$ cat src/sv/hwmv_pkg.sv
// Shared constants and types for the history window majority vote block.
// No dependencies.
`default_nettype none

package hwmv_pkg;

  localparam int HISTORY_DEPTH = 8;
  localparam int PATTERN_BITS  = 10;
  localparam int PAT_IN_W      = 10;
  localparam int OUT_W         = 11;
  localparam int IDX_W         = (HISTORY_DEPTH > 1) ? $clog2(HISTORY_DEPTH) : 1;
  localparam int CNT_W         = $clog2(HISTORY_DEPTH + 1);

  localparam logic [IDX_W-1:0] LAST_IDX   = IDX_W'(HISTORY_DEPTH - 1);
  localparam logic [OUT_W-1:0] EMPTY_CODE = '1;

  typedef struct packed {
    logic                    en;
    logic [PATTERN_BITS-1:0] value;
  } wr_t;

  typedef struct packed {
    logic                    vld;
    logic [PATTERN_BITS-1:0] value;
  } rd_t;

endpackage

`default_nettype wire

$ cat src/sv/hwmv_ring.sv
// History ring: slot values, valid bits, write cursor, one read port.
// Also tracks the newest stored entry. Depends on hwmv_pkg.
`default_nettype none

module hwmv_ring (
  input  logic                          clk_i,
  input  logic                          rst_ni,
  input  hwmv_pkg::wr_t                 wr_i,
  input  logic [hwmv_pkg::IDX_W-1:0]    rd_addr_i,
  output hwmv_pkg::rd_t                 rd_o,
  output hwmv_pkg::rd_t                 newest_o
);
  import hwmv_pkg::*;

  logic [PATTERN_BITS-1:0]  value_q [HISTORY_DEPTH];
  logic [HISTORY_DEPTH-1:0] valid_q;
  logic [IDX_W-1:0]         cursor_q;
  logic                     newest_vld_q;
  logic [PATTERN_BITS-1:0]  newest_value_q;

  always_ff @(posedge clk_i or negedge rst_ni) begin
    if (!rst_ni) begin
      valid_q      <= '0;
      cursor_q     <= '0;
      newest_vld_q <= 1'b0;
    end else if (wr_i.en) begin
      valid_q[cursor_q] <= 1'b1;
      newest_vld_q      <= 1'b1;
      cursor_q          <= (cursor_q == LAST_IDX) ? '0 : cursor_q + IDX_W'(1);
    end
  end

  always_ff @(posedge clk_i) begin
    if (wr_i.en) begin
      value_q[cursor_q] <= wr_i.value;
      newest_value_q    <= wr_i.value;
    end
  end

  assign rd_o.vld       = valid_q[rd_addr_i];
  assign rd_o.value     = value_q[rd_addr_i];
  assign newest_o.vld   = newest_vld_q;
  assign newest_o.value = newest_value_q;

endmodule

`default_nettype wire

$ cat src/sv/history_window_majority_vote_top.sv
// History window majority vote: the input channel carries fire, learn and
// pattern_id; the output channel carries likely_pattern and newest_entry.
// When fire and learn are both set the pattern is stored at the write cursor.
// Every transaction yields one result: the most frequent stored value (ties to
// the smallest, all ones = -1 when empty) and the newest stored value.
// One equality comparator is shared: for each occupied slot the sequencer
// latches it as candidate in S_LOAD and walks all slots in S_COUNT counting
// matches; an empty slot is skipped in S_LOAD. in_ready_o is low from the
// input transaction until the result is loaded.
// The result sits in an output register; the next input is taken once the
// result is loaded there, so a stalled receiver delays only the load of the
// following result. Reset empties the ring, zeroes the cursor and drops
// out_valid_o. Depends on hwmv_pkg and hwmv_ring.
`default_nettype none

module history_window_majority_vote_top (
  input  logic                                  clk_i,
  input  logic                                  rst_ni,
  input  logic                                  in_valid_i,
  output logic                                  in_ready_o,
  input  logic                                  fire_i,
  input  logic                                  learn_i,
  input  logic [hwmv_pkg::PAT_IN_W-1:0]         pattern_id_i,
  output logic                                  out_valid_o,
  input  logic                                  out_ready_i,
  output logic signed [hwmv_pkg::OUT_W-1:0]     likely_pattern_o,
  output logic signed [hwmv_pkg::OUT_W-1:0]     newest_entry_o
);
  import hwmv_pkg::*;

  typedef enum logic [3:0] {
    S_IDLE  = 4'b0001,
    S_LOAD  = 4'b0010,
    S_COUNT = 4'b0100,
    S_FIN   = 4'b1000
  } state_e;

  state_e                  state_q, state_d;
  logic [IDX_W-1:0]        i_q, i_d;
  logic [IDX_W-1:0]        j_q, j_d;
  logic [CNT_W-1:0]        cnt_q, cnt_d;
  logic [PATTERN_BITS-1:0] cand_q, cand_d;
  logic                    found_q, found_d;
  logic [PATTERN_BITS-1:0] best_q, best_d;
  logic [CNT_W-1:0]        best_cnt_q, best_cnt_d;
  logic                    out_valid_q, out_valid_d;
  logic [OUT_W-1:0]        likely_q, likely_d;
  logic [OUT_W-1:0]        newest_q, newest_d;

  wr_t              wr;
  rd_t              rd;
  rd_t              newest;
  logic [IDX_W-1:0] rd_addr;
  logic             in_fire;
  logic             match;
  logic [CNT_W-1:0] cnt_sum;
  logic             take;
  logic             out_free;

  assign in_fire  = in_valid_i && (state_q == S_IDLE);
  assign wr.en    = in_fire && fire_i && learn_i;
  assign wr.value = pattern_id_i[PATTERN_BITS-1:0];
  assign rd_addr  = (state_q == S_COUNT) ? j_q : i_q;

  hwmv_ring u_ring (
    .clk_i     (clk_i),
    .rst_ni    (rst_ni),
    .wr_i      (wr),
    .rd_addr_i (rd_addr),
    .rd_o      (rd),
    .newest_o  (newest)
  );

  assign match    = rd.vld && (rd.value == cand_q);
  assign cnt_sum  = cnt_q + CNT_W'(match);
  assign take     = !found_q || (cnt_sum > best_cnt_q) ||
                    ((cnt_sum == best_cnt_q) && (cand_q < best_q));
  assign out_free = !out_valid_q || out_ready_i;

  always_comb begin
    state_d     = state_q;
    i_d         = i_q;
    j_d         = j_q;
    cnt_d       = cnt_q;
    cand_d      = cand_q;
    found_d     = found_q;
    best_d      = best_q;
    best_cnt_d  = best_cnt_q;
    out_valid_d = out_valid_q && !out_ready_i;
    likely_d    = likely_q;
    newest_d    = newest_q;
    case (state_q)
      S_IDLE: begin
        if (in_fire) begin
          i_d     = '0;
          found_d = 1'b0;
          state_d = S_LOAD;
        end
      end
      S_LOAD: begin
        if (rd.vld) begin
          cand_d  = rd.value;
          j_d     = '0;
          cnt_d   = '0;
          state_d = S_COUNT;
        end else if (i_q == LAST_IDX) begin
          state_d = S_FIN;
        end else begin
          i_d = i_q + IDX_W'(1);
        end
      end
      S_COUNT: begin
        cnt_d = cnt_sum;
        if (j_q == LAST_IDX) begin
          if (take) begin
            found_d    = 1'b1;
            best_d     = cand_q;
            best_cnt_d = cnt_sum;
          end
          if (i_q == LAST_IDX) begin
            state_d = S_FIN;
          end else begin
            i_d     = i_q + IDX_W'(1);
            state_d = S_LOAD;
          end
        end else begin
          j_d = j_q + IDX_W'(1);
        end
      end
      S_FIN: begin
        if (out_free) begin
          out_valid_d = 1'b1;
          likely_d    = found_q ?
                        {{(OUT_W-PATTERN_BITS){1'b0}}, best_q} : EMPTY_CODE;
          newest_d    = newest.vld ?
                        {{(OUT_W-PATTERN_BITS){1'b0}}, newest.value} : EMPTY_CODE;
          state_d     = S_IDLE;
        end
      end
      default: begin
        state_d = S_IDLE;
      end
    endcase
  end

  always_ff @(posedge clk_i or negedge rst_ni) begin
    if (!rst_ni) begin
      state_q     <= S_IDLE;
      out_valid_q <= 1'b0;
      found_q     <= 1'b0;
      i_q         <= '0;
      j_q         <= '0;
    end else begin
      state_q     <= state_d;
      out_valid_q <= out_valid_d;
      found_q     <= found_d;
      i_q         <= i_d;
      j_q         <= j_d;
    end
  end

  always_ff @(posedge clk_i) begin
    cnt_q      <= cnt_d;
    cand_q     <= cand_d;
    best_q     <= best_d;
    best_cnt_q <= best_cnt_d;
    likely_q   <= likely_d;
    newest_q   <= newest_d;
  end

  assign in_ready_o       = (state_q == S_IDLE);
  assign out_valid_o      = out_valid_q;
  assign likely_pattern_o = likely_q;
  assign newest_entry_o   = newest_q;

endmodule

`default_nettype wire

$ cat config.mk
export PLATFORM = sky130hd
export DESIGN_NAME = history_window_majority_vote_top
export DESIGN_NICKNAME = d
export VERILOG_FILES = /design/src/sv/hwmv_pkg.sv /design/src/sv/hwmv_ring.sv /design/src/sv/history_window_majority_vote_top.sv
export SDC_FILE = /design/constraint.sdc
export NUM_CORES = 1
export LEC_CHECK = 0
export BUFFER_PORTS_ARGS = -buffer_cell sky130_fd_sc_hd__buf_4
export CAP_MARGIN = 20
export CORE_MARGIN = 2
export CORE_UTILIZATION = 55
export DETAILED_ROUTE_END_ITERATION = 8
export PLACE_DENSITY = 0.79
export REMOVE_ABC_BUFFERS = 1
export SYNTH_ARGS = -nofsm -noshare
export SYNTH_HDL_FRONTEND = slang
export SYNTH_SLANG_ARGS = --single-unit
$ cat constraint.sdc
create_clock -name clk_i -period 8.9 [get_ports clk_i]
set_input_delay 0 -clock clk_i [delete_from_list [all_inputs] [get_ports clk_i]]
set_output_delay 0 -clock clk_i [all_outputs]
set_load 0.02 [all_outputs]
==> impl_results.md <==
* CP endpoint kind: flop
* Finished Layout Cells at 690
* Crit path cell chain: nor4b_4 -> mux2i_1 -> nand2_1 -> a32o_1 -> a221oi_1 -> xor2_1 -> nor4_1 -> nor4b_2 -> ha_1 -> nand3_1 -> xnor2_1 -> ha_1 -> nand4_1 -> a211oi_1 -> o21ai_0 -> a31oi_1 -> buf_4
* Final hold violation count at 0
* CTS root buffer: clkbuf_16
* CP most frequent cell: ha_1
* Leading cell type by number of instances after synthesis: edfxtp_1
* Yosys reg bits at 164
* Max cap viols at 0
* Number of flops mapped to enable cells by yosys at 140
* GP Congestion at 0.893
* # IOs at 40
* Final setup fails at 0
* Synthesized area per cell at 14.8 µm²
* Sum Neg Setup Slack at 0 ps
* Mapped cell area at 6790 µm²
* Area leader, netlist: edfxtp_1
* Initial DRC Count at 416
* Clock transition at the registers of the reported paths at 60 ps
* Vias in the first global route at 3960
* Commonest cells post-synth: edfxtp_1, nand2_1, dfrtp_1
* Avg WL per Cell at 19.4 µm
* DRT Pass-1 Iters at 5
* Crit path time final at 5830 ps
* Vias per cell at 5.74
* Critical path's largest stage delay at 830 ps
* Post-synthesis sequential area ratio at 0.707
* Worst-Skew Late Latency at 430 ps
* Hold WS at 17.2 ps
* Pwr dens at 258 nW/µm²
* Grt total ovfl at 0
* Worst setup SP type: flop
* Worst Max-Slew Pin Slew at 1080 ps
* Layout Nets at 567
* Post-route ant nets at 0
* Pwr Total at 2.05 mW
* Ratio of cells with drive above 1 in the final layout at 0.190
* Worst reg2reg path depth at 17
* WS Path Type: flop to flop
* Yosys cell types at 50
* Routed wire length at 13.4 mm
* Num CTS Buffers at 17
* Synth Instances at 460
* Final period utilization at 0.655
* Vias at 3961
* R2R Setup Slk at 3070 ps
* Largest net degree at the start of global routing at 26
* Worst Path Arrival at 5950 ps
* Status: finished, final reports clean
* LEAKAGE at 2.97 nW
* # Post-CTS Setup Buffers at 0
* H-tree levels at 4
* HPWL after DPL at 8.65 mm
* N_diodes at 0
* Max stage delay cell, worst path: mux2i_1
* Die Y at 115 µm
* RSZ-0062 raised after global routing: false
* Clock buffer depth at 2
* All-layer global routing usage at 0.221
* Fmax at 172 MHz
* DIE AREA at 13300 µm²
* Slew Viols, Final at 0
* Worst slew margin at 0.275
* CTS Sinks at 164
* DRC violations left at 0
* Dpl cells at 645
* Global-route wire length before repair at 21.3 mm
* Initial Utilization at 0.566
* Layout area overhead at 16.7%
* TritonCTS clock tree: yes
* Top cell type's share of synthesized area at 0.619
* Worst VDD drop at 206 µV
* # rows at 40
* Layout Skew at 8.31 ps
* Critical path required time at 9030 ps
* Synth top area cells: edfxtp_1, dfrtp_1, ha_1
* Die W at 115 µm
* IO buf count at 39
* Asr flop ratio synth at 0.146
* Core ar. at 12000 µm²
* Post-synth top flop: edfxtp_1
* Crit-path max FO at 12
* Initial antenna violation count at 0
* Min-delay worst type: primary input to asynchronous set/reset pin
* Yosys warnings at 0
## path summary, 6_finish.rpt
path / start / end
setup reg to reg: state_q[1] / best_q[3]
min in group clk_i: fire_i / u_ring.newest_vld_q
setup / recovery: state_q[1] / best_q[3]
hold / removal: rst_ni / u_ring.cursor_q[1]
hold reg to reg: u_ring.valid_q[1] / u_ring.valid_q[1]
max in group asynchronous: rst_ni / state_q[0]
## placed cells by master (no fill, tap or decap), types with 5 or more instances in the layout
cell,count
buf_4,50
nand3_1,9
clkbuf_16,17
mux2i_1,21
nand4_1,7
inv_1,20
dfrtp_1,23
dlygate4sd3_1,13
nand2_1,69
nand2b_1,18
xor2_1,5
nor2_1,16
o21ai_0,9
xnor2_1,7
or2_2,9
ha_1,21
a32oi_1,5
edfxtp_1,140
and2_1,7
nor3_1,5
## metrics by stage
step,cell area [µm²],utilization,setup slack [ps]
2_1_floorplan,6710,-,3620
3_3_place_gp,7280,0.606,3400
3_5_place_dp,7280,0.606,3150
4_1_cts,7930,0.660,3060
5_1_grt,7930,0.660,2440
6_report,7930,0.660,3070
## sequential cells by signal, summed over array words and instances (netlist names)
| register | cells |
|---|---|
| u_ring.cursor_q | 3 |
| u_ring.value_q | 80 |
| u_ring.newest_vld_q | 1 |
| out_valid_o | 1 |
| j_q | 3 |
| u_ring.newest_value_q | 10 |
| state_q | 4 |
| likely_pattern_o | 11 |
| u_ring.valid_q | 8 |
| best_q | 10 |
| i_q | 3 |
| newest_entry_o | 11 |
| found_q | 1 |
| cnt_q | 4 |
| cand_q | 10 |
| best_cnt_q | 4 |
## metal layers
metal | routed length, µm | global-route usage
met1 | 5690 | 0.296
met5 | 0 | 0
met2 | 6630 | 0.349
met4 | 203 | 0.0795
met3 | 836 | 0.0654
## cell type report
class                   count  area, µm²
repair buffers             63        505
well taps                 147        184
flip-flops and latches    164       4810
clock inverters            12       85.1
fillers                   853       4080
clock buffers              20        437
multi-input cells         264       1840
inverters                  20       75.1
## power by group
| group | internal, mW | switching, mW |
|---|---|---|
| Sequential | 0.909 | 0.0549 |
| Combinational | 0.176 | 0.260 |
| Clock | 0.356 | 0.289 |
| Total | 1.44 | 0.604 |
## cell families after synthesis
group / count (synthesis) / share of synthesized area
compound gates: 45 / 0.0506
xor+xnor: 12 / 0.0155
fa+ha+maj: 21 / 0.0387
flops: 164 / 0.707
mux: 27 / 0.0462
simple gates: 159 / 0.118
buf+inv: 32 / 0.0234
## timing repair
action                    CTS  global route
hold endpoints to repair  118             0
hold buffers               13             0
resized for setup           0             0
## worst max-delay path, delay by kind of cell, from the launching register on
| family | cells | cell delay (ps) |
|---|---|---|
| adders and majority gates | 2 | 550 |
| xor gates and xnor gates | 2 | 340 |
| muxes | 1 | 830 |
| buffers and inverters | 1 | 290 |
| DFF | 1 | 450 |
| and+or+nand+nor | 6 | 1670 |
| AOI/OAI and AO/OA | 5 | 1380 |
No activity file was read; power rests on OpenSTA's default activity.
